$ cat src/design/pmtud_pkg.sv
`timescale 1ns / 1ps
`default_nettype none

package pmtud_pkg;

    localparam int TIMER_BITS     = 20;
    localparam int SIZE_BITS      = 14;
    localparam int ID_BITS        = 62;
    localparam int REQ_BITS       = 3;
    localparam int MODE_BITS      = 3;
    localparam int ATTEMPT_BITS   = 4;
    localparam int LOSS_BITS      = 8;
    localparam int CFG_INDEX_BITS = 3;
    localparam int CFG_DATA_BITS  = 20;

    localparam logic [SIZE_BITS-1:0]  BASE_MTU   = SIZE_BITS'(1200);
    localparam logic [SIZE_BITS-1:0]  ABS_MTU    = SIZE_BITS'(9000);
    localparam logic [SIZE_BITS-1:0]  RESET_MTU  = SIZE_BITS'(1500);
    localparam logic [SIZE_BITS-1:0]  SEARCH_GAP = SIZE_BITS'(20);
    localparam logic [TIMER_BITS-1:0] SEND_RETRY = TIMER_BITS'(1000);
    localparam logic [TIMER_BITS-1:0] TMAX       = '1;
    localparam logic [LOSS_BITS-1:0]  LOSS_MAX   = '1;

    // event codes
    localparam logic [REQ_BITS-1:0] REQ_TICK       = 3'd0;
    localparam logic [REQ_BITS-1:0] REQ_START      = 3'd1;
    localparam logic [REQ_BITS-1:0] REQ_SEND       = 3'd2;
    localparam logic [REQ_BITS-1:0] REQ_PROBE_ACK  = 3'd3;
    localparam logic [REQ_BITS-1:0] REQ_PROBE_LOST = 3'd4;
    localparam logic [REQ_BITS-1:0] REQ_PKT_LOST   = 3'd5;
    localparam logic [REQ_BITS-1:0] REQ_PKT_ACKED  = 3'd6;

    // discovery modes
    localparam logic [MODE_BITS-1:0] MODE_DISABLED = 3'd0;
    localparam logic [MODE_BITS-1:0] MODE_BASE     = 3'd1;
    localparam logic [MODE_BITS-1:0] MODE_SEARCH   = 3'd2;
    localparam logic [MODE_BITS-1:0] MODE_DONE     = 3'd3;
    localparam logic [MODE_BITS-1:0] MODE_ERROR    = 3'd4;

    // configuration register indexes
    localparam logic [CFG_INDEX_BITS-1:0] CFG_ENABLE       = 3'd0;
    localparam logic [CFG_INDEX_BITS-1:0] CFG_MAX_MTU      = 3'd1;
    localparam logic [CFG_INDEX_BITS-1:0] CFG_PROBE_IVL    = 3'd2;
    localparam logic [CFG_INDEX_BITS-1:0] CFG_RAISE_IVL    = 3'd3;
    localparam logic [CFG_INDEX_BITS-1:0] CFG_BH_PERIOD    = 3'd4;
    localparam logic [CFG_INDEX_BITS-1:0] CFG_BH_THRESHOLD = 3'd5;
    localparam logic [CFG_INDEX_BITS-1:0] CFG_MAX_PROBES   = 3'd6;

    typedef struct packed {
        logic [REQ_BITS-1:0]  req_type;
        logic [SIZE_BITS-1:0] pkt_len;
        logic [ID_BITS-1:0]   pkt_number;
        logic                 send_ok;
    } in_item_t;

    typedef struct packed {
        logic                  send_probe;
        logic [SIZE_BITS-1:0]  probe_bytes;
        logic [SIZE_BITS-1:0]  path_mtu;
        logic [MODE_BITS-1:0]  mode;
        logic                  black_hole;
    } out_item_t;

    typedef struct packed {
        logic                    enable;
        logic [SIZE_BITS-1:0]    max_mtu;
        logic [TIMER_BITS-1:0]   probe_interval_ms;
        logic [TIMER_BITS-1:0]   raise_interval_ms;
        logic [TIMER_BITS-1:0]   black_hole_period_ms;
        logic [LOSS_BITS-1:0]    black_hole_threshold;
        logic [ATTEMPT_BITS-1:0] max_probes;
    } cfg_t;

    typedef struct packed {
        logic [MODE_BITS-1:0]    disc_mode;
        logic [SIZE_BITS-1:0]    confirmed_mtu;
        logic [SIZE_BITS-1:0]    trial_size;
        logic [SIZE_BITS-1:0]    bound_low;
        logic [SIZE_BITS-1:0]    bound_high;
        logic [ATTEMPT_BITS-1:0] attempts;
        logic                    probe_outstanding;
        logic [ID_BITS-1:0]      probe_id;
        logic [TIMER_BITS-1:0]   probe_age;
        logic [TIMER_BITS-1:0]   countdown;
        logic                    countdown_armed;
        logic [LOSS_BITS-1:0]    loss_count;
        logic [TIMER_BITS-1:0]   loss_window_age;
    } state_t;

    // working copy of the state plus the probe request raised on this event
    typedef struct packed {
        state_t st;
        logic   req;
    } step_t;

    localparam cfg_t CFG_RESET = '{
        enable:               1'b1,
        max_mtu:              RESET_MTU,
        probe_interval_ms:    TIMER_BITS'(15000),
        raise_interval_ms:    TIMER_BITS'(600000),
        black_hole_period_ms: TIMER_BITS'(60000),
        black_hole_threshold: LOSS_BITS'(6),
        max_probes:           ATTEMPT_BITS'(3)
    };

    function automatic logic [SIZE_BITS-1:0] max_eff(input cfg_t c);
        logic [SIZE_BITS-1:0] m;
        begin
            m = c.max_mtu;
            if (m < BASE_MTU)
                m = BASE_MTU;
            else if (m > ABS_MTU)
                m = ABS_MTU;
            return m;
        end
    endfunction

    function automatic state_t init_state(input cfg_t c);
        state_t s;
        begin
            s = '0;
            s.disc_mode     = MODE_BASE;
            s.confirmed_mtu = BASE_MTU;
            s.bound_low     = BASE_MTU;
            s.bound_high    = max_eff(c);
            return s;
        end
    endfunction

endpackage

`default_nettype wire

$ cat src/design/path_mtu_discovery_controller.sv
`timescale 1ns / 1ps
`default_nettype none

// Path MTU discovery controller. Takes one event per clock (tick, start, probe
// send result, probe ack/loss, large packet loss/ack) and returns exactly one
// result per event. The event is captured in an input register, one pass of
// compare-and-update logic computes the new state and the result, which lands
// in the result register. Throughput is one event per cycle; the input stalls
// only while the result register is full and the consumer stalls it. Config
// writes are always ready and take effect on the next event.
module path_mtu_discovery_controller (
    input  wire                                     clk,
    input  wire                                     rst_n,
    input  wire                                     in_valid,
    output logic                                    in_stall,
    input  wire pmtud_pkg::in_item_t                in_data,
    output logic                                    out_valid,
    input  wire                                     out_stall,
    output pmtud_pkg::out_item_t                    out_data,
    input  wire                                     cfg_valid,
    output logic                                    cfg_ready,
    input  wire [pmtud_pkg::CFG_INDEX_BITS-1:0]     cfg_index,
    input  wire [pmtud_pkg::CFG_DATA_BITS-1:0]      cfg_data
);

    logic                 in_valid_reg;
    pmtud_pkg::in_item_t  in_data_reg;
    logic                 out_valid_reg;
    pmtud_pkg::out_item_t out_data_reg;
    pmtud_pkg::state_t    state_reg;
    pmtud_pkg::state_t    state_next;
    pmtud_pkg::cfg_t      cfg_reg;
    pmtud_pkg::out_item_t result;
    logic                 consume;
    logic                 in_take;

    assign consume   = in_valid_reg && (!out_valid_reg || !out_stall);
    assign in_stall  = in_valid_reg && !consume;
    assign in_take   = in_valid && !in_stall;
    assign cfg_ready = 1'b1;
    assign out_valid = out_valid_reg;
    assign out_data  = out_data_reg;

    pmtud_step u_step (
        .state      (state_reg),
        .cfg        (cfg_reg),
        .item       (in_data_reg),
        .state_next (state_next),
        .result     (result)
    );

    always_ff @(posedge clk or negedge rst_n)
    begin
        if (!rst_n) begin
            in_valid_reg  <= 1'b0;
            out_valid_reg <= 1'b0;
            state_reg     <= pmtud_pkg::init_state(pmtud_pkg::CFG_RESET);
        end else begin
            if (in_take)
                in_valid_reg <= 1'b1;
            else if (consume)
                in_valid_reg <= 1'b0;

            if (consume)
                out_valid_reg <= 1'b1;
            else if (!out_stall)
                out_valid_reg <= 1'b0;

            if (consume)
                state_reg <= state_next;
        end
    end

    always_ff @(posedge clk or negedge rst_n)
    begin
        if (!rst_n) begin
            cfg_reg <= pmtud_pkg::CFG_RESET;
        end else if (cfg_valid && cfg_ready) begin
            case (cfg_index)
                pmtud_pkg::CFG_ENABLE:
                    cfg_reg.enable <= cfg_data[0];
                pmtud_pkg::CFG_MAX_MTU:
                    cfg_reg.max_mtu <= cfg_data[pmtud_pkg::SIZE_BITS-1:0];
                pmtud_pkg::CFG_PROBE_IVL:
                    cfg_reg.probe_interval_ms <= cfg_data[pmtud_pkg::TIMER_BITS-1:0];
                pmtud_pkg::CFG_RAISE_IVL:
                    cfg_reg.raise_interval_ms <= cfg_data[pmtud_pkg::TIMER_BITS-1:0];
                pmtud_pkg::CFG_BH_PERIOD:
                    cfg_reg.black_hole_period_ms <= cfg_data[pmtud_pkg::TIMER_BITS-1:0];
                pmtud_pkg::CFG_BH_THRESHOLD:
                    cfg_reg.black_hole_threshold <= cfg_data[pmtud_pkg::LOSS_BITS-1:0];
                pmtud_pkg::CFG_MAX_PROBES:
                    cfg_reg.max_probes <= cfg_data[pmtud_pkg::ATTEMPT_BITS-1:0];
                default:
                    cfg_reg <= cfg_reg;
            endcase
        end
    end

    // payload registers, no reset
    always_ff @(posedge clk)
    begin
        if (in_take)
            in_data_reg <= in_data;
        if (consume)
            out_data_reg <= result;
    end

    // a consumed event always shows up as a result transaction next cycle
    assert property (@(posedge clk) disable iff (!rst_n)
        consume |=> out_valid)
        else $error("consumed event produced no result");

    // no probe size without a probe request
    assert property (@(posedge clk) disable iff (!rst_n)
        out_valid && !out_data.send_probe |-> out_data.probe_bytes == '0)
        else $error("probe_bytes set without send_probe");

    // a black hole drops to error mode at the base MTU
    assert property (@(posedge clk) disable iff (!rst_n)
        out_valid && out_data.black_hole |->
            out_data.mode == pmtud_pkg::MODE_ERROR && out_data.path_mtu == pmtud_pkg::BASE_MTU)
        else $error("black hole without fallback");

    // confirmed MTU stays within the absolute limits
    assert property (@(posedge clk) disable iff (!rst_n)
        out_valid |-> out_data.path_mtu >= pmtud_pkg::BASE_MTU
                   && out_data.path_mtu <= pmtud_pkg::ABS_MTU)
        else $error("path MTU out of range");

endmodule

`default_nettype wire

$ cat src/design/pmtud_step.sv
`timescale 1ns / 1ps
`default_nettype none

// Next-state and result logic for one event.
module pmtud_step (
    input  wire pmtud_pkg::state_t   state,
    input  wire pmtud_pkg::cfg_t     cfg,
    input  wire pmtud_pkg::in_item_t item,
    output pmtud_pkg::state_t        state_next,
    output pmtud_pkg::out_item_t     result
);

    // midpoint rounded up to 8, clamped to low+1..high
    function automatic logic [pmtud_pkg::SIZE_BITS-1:0] next_size(
        input logic [pmtud_pkg::SIZE_BITS-1:0] lo,
        input logic [pmtud_pkg::SIZE_BITS-1:0] hi
    );
        logic [pmtud_pkg::SIZE_BITS:0] sum;
        logic [pmtud_pkg::SIZE_BITS:0] mid;
        logic [pmtud_pkg::SIZE_BITS:0] lo1;
        logic [pmtud_pkg::SIZE_BITS:0] hi_x;
        begin
            sum  = {1'b0, lo} + {1'b0, hi};
            mid  = {1'b0, sum[pmtud_pkg::SIZE_BITS:1]} + (pmtud_pkg::SIZE_BITS+1)'(7);
            mid  = {mid[pmtud_pkg::SIZE_BITS:3], 3'b000};
            lo1  = {1'b0, lo} + (pmtud_pkg::SIZE_BITS+1)'(1);
            hi_x = {1'b0, hi};
            if (mid < lo1)
                mid = lo1;
            if (mid > hi_x)
                mid = hi_x;
            return mid[pmtud_pkg::SIZE_BITS-1:0];
        end
    endfunction

    function automatic pmtud_pkg::step_t request_probe(input pmtud_pkg::step_t w);
        pmtud_pkg::step_t r;
        begin
            r = w;
            r.st.countdown_armed = 1'b0;
            r.st.countdown       = '0;
            r.req                = 1'b1;
            return r;
        end
    endfunction

    function automatic pmtud_pkg::step_t enter_search(
        input pmtud_pkg::step_t w,
        input pmtud_pkg::cfg_t  c
    );
        pmtud_pkg::step_t r;
        begin
            r = w;
            r.st.disc_mode         = pmtud_pkg::MODE_SEARCH;
            r.st.bound_low         = r.st.confirmed_mtu;
            r.st.bound_high        = pmtud_pkg::max_eff(c);
            r.st.attempts          = '0;
            r.st.probe_outstanding = 1'b0;
            r.st.trial_size        = next_size(r.st.bound_low, r.st.bound_high);
            return request_probe(r);
        end
    endfunction

    function automatic pmtud_pkg::step_t continue_or_finish(
        input pmtud_pkg::step_t w,
        input pmtud_pkg::cfg_t  c
    );
        pmtud_pkg::step_t              r;
        logic [pmtud_pkg::SIZE_BITS:0] lim;
        begin
            r   = w;
            lim = {1'b0, r.st.bound_low} + {1'b0, pmtud_pkg::SEARCH_GAP};
            if ({1'b0, r.st.bound_high} < lim) begin
                r.st.disc_mode       = pmtud_pkg::MODE_DONE;
                r.st.countdown       = c.raise_interval_ms;
                r.st.countdown_armed = 1'b1;
            end else begin
                r.st.trial_size = next_size(r.st.bound_low, r.st.bound_high);
                r = request_probe(r);
            end
            return r;
        end
    endfunction

    function automatic pmtud_pkg::step_t probe_failed(
        input pmtud_pkg::step_t w,
        input pmtud_pkg::cfg_t  c
    );
        pmtud_pkg::step_t r;
        begin
            r = w;
            r.st.attempts          = r.st.attempts + pmtud_pkg::ATTEMPT_BITS'(1);
            r.st.probe_outstanding = 1'b0;
            if (r.st.attempts >= c.max_probes) begin
                r.st.bound_high = (r.st.trial_size != '0)
                                ? r.st.trial_size - pmtud_pkg::SIZE_BITS'(1) : '0;
                r.st.attempts   = '0;
                r = continue_or_finish(r, c);
            end else begin
                r.st.countdown       = c.probe_interval_ms;
                r.st.countdown_armed = 1'b1;
            end
            return r;
        end
    endfunction

    function automatic pmtud_pkg::step_t probe_success(
        input pmtud_pkg::step_t               w,
        input pmtud_pkg::cfg_t                c,
        input logic [pmtud_pkg::SIZE_BITS-1:0] size
    );
        pmtud_pkg::step_t               r;
        logic [pmtud_pkg::SIZE_BITS-1:0] sz;
        begin
            r  = w;
            sz = (size > r.st.bound_high) ? r.st.bound_high : size;
            r.st.probe_outstanding = 1'b0;
            r.st.attempts          = '0;
            if (sz > r.st.confirmed_mtu) begin
                r.st.confirmed_mtu = sz;
                r.st.bound_low     = sz;
            end
            return continue_or_finish(r, c);
        end
    endfunction

    function automatic pmtud_pkg::step_t timer_work(
        input pmtud_pkg::step_t w,
        input pmtud_pkg::cfg_t  c
    );
        pmtud_pkg::step_t              r;
        logic [pmtud_pkg::SIZE_BITS:0] lim;
        begin
            r = w;
            case (r.st.disc_mode)
                pmtud_pkg::MODE_BASE:
                begin
                    if (pmtud_pkg::max_eff(c) > pmtud_pkg::BASE_MTU + pmtud_pkg::SEARCH_GAP)
                        r = enter_search(r, c);
                end
                pmtud_pkg::MODE_SEARCH:
                begin
                    if (r.st.probe_outstanding) begin
                        if (r.st.probe_age >= c.probe_interval_ms) begin
                            r = probe_failed(r, c);
                        end else begin
                            // wait out the rest of the probe timeout
                            r.st.countdown       = c.probe_interval_ms - r.st.probe_age;
                            r.st.countdown_armed = 1'b1;
                        end
                    end else begin
                        r = request_probe(r);
                    end
                end
                pmtud_pkg::MODE_DONE:
                begin
                    lim = {1'b0, r.st.confirmed_mtu} + {1'b0, pmtud_pkg::SEARCH_GAP};
                    if ({1'b0, pmtud_pkg::max_eff(c)} > lim) begin
                        r = enter_search(r, c);
                    end else begin
                        r.st.countdown       = c.raise_interval_ms;
                        r.st.countdown_armed = 1'b1;
                    end
                end
                pmtud_pkg::MODE_ERROR:
                begin
                    r = enter_search(r, c);
                end
                pmtud_pkg::MODE_DISABLED:
                begin
                    r = w;
                end
                default:
                begin
                    r = w;
                end
            endcase
            return r;
        end
    endfunction

    pmtud_pkg::step_t               w;
    logic                           hole;
    logic [pmtud_pkg::LOSS_BITS-1:0] lc;
    logic                           probe_match;

    assign probe_match = (state.disc_mode == pmtud_pkg::MODE_SEARCH)
                       && state.probe_outstanding
                       && (state.probe_id == item.pkt_number);

    always_comb
    begin
        w     = '{st: state, req: 1'b0};
        hole  = 1'b0;
        lc    = state.loss_count;
        case (item.req_type)
            pmtud_pkg::REQ_TICK:
            begin
                if (w.st.probe_outstanding && (w.st.probe_age < pmtud_pkg::TMAX))
                    w.st.probe_age = w.st.probe_age + pmtud_pkg::TIMER_BITS'(1);
                if (w.st.loss_window_age < pmtud_pkg::TMAX)
                    w.st.loss_window_age = w.st.loss_window_age + pmtud_pkg::TIMER_BITS'(1);
                if (w.st.countdown_armed) begin
                    if (w.st.countdown <= pmtud_pkg::TIMER_BITS'(1)) begin
                        w.st.countdown       = '0;
                        w.st.countdown_armed = 1'b0;
                        w = timer_work(w, cfg);
                    end else begin
                        w.st.countdown = w.st.countdown - pmtud_pkg::TIMER_BITS'(1);
                    end
                end
            end
            pmtud_pkg::REQ_START:
            begin
                if (cfg.enable) begin
                    w.st = pmtud_pkg::init_state(cfg);
                    w = timer_work(w, cfg);
                end
            end
            pmtud_pkg::REQ_SEND:
            begin
                if (w.st.disc_mode == pmtud_pkg::MODE_SEARCH && !w.st.probe_outstanding
                    && !w.st.countdown_armed) begin
                    w.st.countdown_armed = 1'b1;
                    if (item.send_ok) begin
                        w.st.probe_outstanding = 1'b1;
                        w.st.probe_id          = item.pkt_number;
                        w.st.probe_age         = '0;
                        w.st.countdown         = cfg.probe_interval_ms;
                    end else begin
                        w.st.countdown = pmtud_pkg::SEND_RETRY;
                    end
                end
            end
            pmtud_pkg::REQ_PROBE_ACK:
            begin
                if (probe_match)
                    w = probe_success(w, cfg, item.pkt_len);
            end
            pmtud_pkg::REQ_PROBE_LOST:
            begin
                if (probe_match)
                    w = probe_failed(w, cfg);
            end
            pmtud_pkg::REQ_PKT_LOST:
            begin
                if (item.pkt_len > pmtud_pkg::BASE_MTU) begin
                    if (lc < pmtud_pkg::LOSS_MAX)
                        lc = lc + pmtud_pkg::LOSS_BITS'(1);
                    // first loss opens the observation window
                    if (lc == pmtud_pkg::LOSS_BITS'(1))
                        w.st.loss_window_age = '0;
                    if (lc >= cfg.black_hole_threshold) begin
                        if (w.st.loss_window_age < cfg.black_hole_period_ms) begin
                            hole                   = 1'b1;
                            w.st.disc_mode         = pmtud_pkg::MODE_ERROR;
                            w.st.confirmed_mtu     = pmtud_pkg::BASE_MTU;
                            w.st.bound_low         = pmtud_pkg::BASE_MTU;
                            w.st.bound_high        = pmtud_pkg::max_eff(cfg);
                            w.st.probe_outstanding = 1'b0;
                            w.st.attempts          = '0;
                            w.st.countdown         = cfg.black_hole_period_ms;
                            w.st.countdown_armed   = 1'b1;
                        end
                        lc = '0;
                    end
                    w.st.loss_count = lc;
                end
            end
            pmtud_pkg::REQ_PKT_ACKED:
            begin
                if (item.pkt_len > pmtud_pkg::BASE_MTU)
                    w.st.loss_count = '0;
            end
            default:
            begin
                w.req = 1'b0;
            end
        endcase
    end

    assign state_next         = w.st;
    assign result.send_probe  = w.req;
    assign result.probe_bytes = w.req ? w.st.trial_size : '0;
    assign result.path_mtu    = w.st.confirmed_mtu;
    assign result.mode        = w.st.disc_mode;
    assign result.black_hole  = hole;

endmodule

`default_nettype wire
$ cat config.mk
export PLATFORM = sky130hd
export DESIGN_NAME = path_mtu_discovery_controller
export DESIGN_NICKNAME = d
export VERILOG_FILES = /design/src/design/pmtud_pkg.sv /design/src/design/path_mtu_discovery_controller.sv /design/src/design/pmtud_step.sv
export SDC_FILE = /design/constraint.sdc
export NUM_CORES = 2
export LEC_CHECK = 0
export BUFFER_PORTS_ARGS = -buffer_cell sky130_fd_sc_hd__buf_2
export CORE_AREA = 3 3 271 273
export DETAILED_ROUTE_END_ITERATION = 12
export DIE_AREA = 0 0 274 276
export GPL_TIMING_DRIVEN = 0
export PLACE_DENSITY_LB_ADDON = 0.25
export SLEW_MARGIN = 5
export SYNTH_ARGS = -nofsm -noshare
export SYNTH_HDL_FRONTEND = slang
export SYNTH_HIERARCHICAL = 1
export SYNTH_SLANG_ARGS = --single-unit
$ cat constraint.sdc
create_clock -name clk -period 13.8 [get_ports clk]
set_input_delay 1.38 -clock clk [delete_from_list [all_inputs] [get_ports clk]]
set_output_delay 1.38 -clock clk [all_outputs]
set_load 0.03 [all_outputs]
==> reports/results.txt <==
outcome: finished, final reports clean
gr usage total: 0.347
# setup viols final: 0
worst path bufs/invs: 8
Root Buffer: clkbuf_16
peak supply drop: 0.384 mV
Sink Count: 397
Yosys cell types: 108
r2r setup slk: 0.56 ns
core area: 71,400 µm²
Power, Total: 10,600 µW
largest net degree at the start of global routing: 110
Post-Route WL: 136 mm
max FFs per register: 195
Worst Path Max Fanout: 10
first-pass GRT wire length: 201 mm
CTS max path bufs: 3
cell row count: 98
fin. max-slew vios: 0
dpl hpwl: 105 mm
hold_buf cts: 0
CP dominant cell by count: ha_1
layout cell share with drive strength beyond 1: 0.151
endpoint class of the critical path: flip-flop
Initial Util: 0.496
origin of the worst setup path: state_reg[142]
cell accounting for the most synthesized area: dfrtp_1
syn avg cell area: 8.83 µm²
CTS tree: done
CP Data Required Time: 14.33 ns
clock skew: 0.0490 ns
critical path type: reg -> reg
later-pin clock latency in the skew report: 0.65 ns
Cell Pwr Density: 270 nW/µm²
clock-pin transition on the worst setup and hold timing paths: 0.06 ns
Syn. warnings: 6
number of global-route vias before repair: 32,000
Synth Net Count: 4,383
IO Pins: 144
Startpoint Class: flip-flop
Worst R2R End: state_reg[167]
vias: 34,100
leakage: 0.0167 µW
ys async rst share: 0.715
DRT Pass-1 Iters: 7
Hold Startpoint: cfg_reg[83]
EDFF count, synth: 113
minimum clock period: 13.24 ns
Final ANT Viol Nets: 0
Post-Synthesis Cells: 4,009
worst slew pin tran: 1.47 ns
final hold slack: 0.483 ns
Die Area: 75,600 µm²
pre-CTS setup slack: -1.09 ns
Top delay family on crit path: compound AO/OA/AOI/OAI gates
gpl congestion: 1.08
GR Overflow Total: 0
Slew HR: 0.0224
Syn-to-layout area delta: 10.8%
FMAX: 0.0755 GHz
Yosys top cell area share: 0.165
wire per inst: 26.2 µm
Nets: 4,577
synthesized area: 35,400 µm²
most instantiated cells after synthesis: nor2_1 (308), nand2_1 (286), o21ai_0 (272)
Vias/cell: 6.56
Synth Flop Type: dfrtp_1
critical path arrival: 13.77 ns
Critical R2R Launch: state_reg[142]
Seq/Total Area, Yosys: 0.299
Die X: 274 µm
Buffers on Ports: 142
# H-tree levels: 2
Die Ht: 276 µm
slowest stage delay, CP: 0.91 ns
Final Hold Fails: 0
drt first-iter violations: 3,817
top cells by area, synth: dfrtp_1 (17%), edfxtp_1 (9.6%), ha_1 (9.3%), mux2_2 (7.4%), xnor2_1 (4.0%)
DRC violations left: 0
Hold Crit Class: reg -> reg
#FFs+latches synth: 397
initial antenna violation count: 1
Final period util: 0.959
Hold Crit Depth: 1
CP endpoint: state_reg[167]
Levels on crit path: 49
Worst R2R Path Depth: 49
Slowest cell on crit path: a31oi_1
CTS Buf Count: 47
most frequent cell after synthesis: nor2_1
Max Cap Viol: 0
Worst Slack Setup Final: 0.560 ns
per-layer routing:
| layer | up-vias | wire (µm) | track usage |
|---|---|---|---|
| met5 | - | 0 | 0 |
| li1 | 15500 | - | - |
| met4 | 0 | 10400 | 0.210 |
| met3 | 496 | 12700 | 0.0640 |
| met2 | 1786 | 58700 | 0.532 |
| met1 | 16300 | 54300 | 0.452 |
cells in the final DEF, fill, tap and decap left out, types with 55 or more instances in the layout:
cell / netlist / routed
inv_1: 172 / 172
mux2_1: 59 / 59
xor2_1: 78 / 78
nor3_1: 79 / 77
and3_1: 55 / 55
a21oi_1: 265 / 261
and2_1: 61 / 60
a22o_1: 87 / 87
buf_2: 19 / 160
clkbuf_1: 135 / 139
nor2_1: 308 / 308
edfxtp_1: 113 / 113
nand2_1: 286 / 286
nand3_1: 107 / 106
o21ai_0: 272 / 268
dfrtp_1: 234 / 232
mux2_2: 233 / 233
ha_1: 262 / 262
nand4_1: 76 / 76
a21o_1: 92 / 92
xnor2_1: 163 / 163
stage by stage:
step	util	cell area (µm²)	std cells	setup TNS, ns
floorplan	-	35400	4009	0
global placement	0.522	37300	5101	-23.02
detailed placement	0.525	37400	5106	-21.60
finish	0.549	39200	5193	0
CTS	0.548	39100	5193	0
global route	0.549	39200	5192	-0.0613
layout make-up:
class	count	area (µm²)
Clock inverter	23	324
Inverter	178	671
Sequential cell	397	10600
Tap cell	950	1190
Antenna cell	1	2.50
Timing Repair Buffer	148	850
Fill cell	6744	32200
Clock buffer	65	1300
Multi-Input combinational cell	3222	23300
Buffer	209	987
how the worst min path moves through the flow:
stage	endpoint
2_1_floorplan	out_valid
3_3_place_gp	state_reg[166]
3_5_place_dp	state_reg[31]
4_1_cts	state_reg[31]
5_1_grt	state_reg[24]
6_report	cfg_reg[83]
what timing repair did:
item                       in CTS  in global routing
pin swaps                       0                  0
setup endpoints to repair      28                 28
cloned                          0                  0
gates resized for setup        12                 27
buffers inserted                0                  1
kinds of logic after synthesis:
family                   synth area share
AND/OR/NAND/NOR                     0.171
adder cells (fa/ha/maj)            0.0952
flip-flops                          0.299
XOR/XNOR                           0.0601
multiplexers                        0.103
buffers and inverters              0.0469
AO/OA/AOI/OAI                       0.226
other                            0.000212
where the power goes:
| group | switching, µW | internal [µW] |
|---|---|---|
| logic | 4700 | 2820 |
| clock network | 552 | 764 |
| registers | 300 | 1430 |
Note: power is estimated with default switching activity, not from simulation.
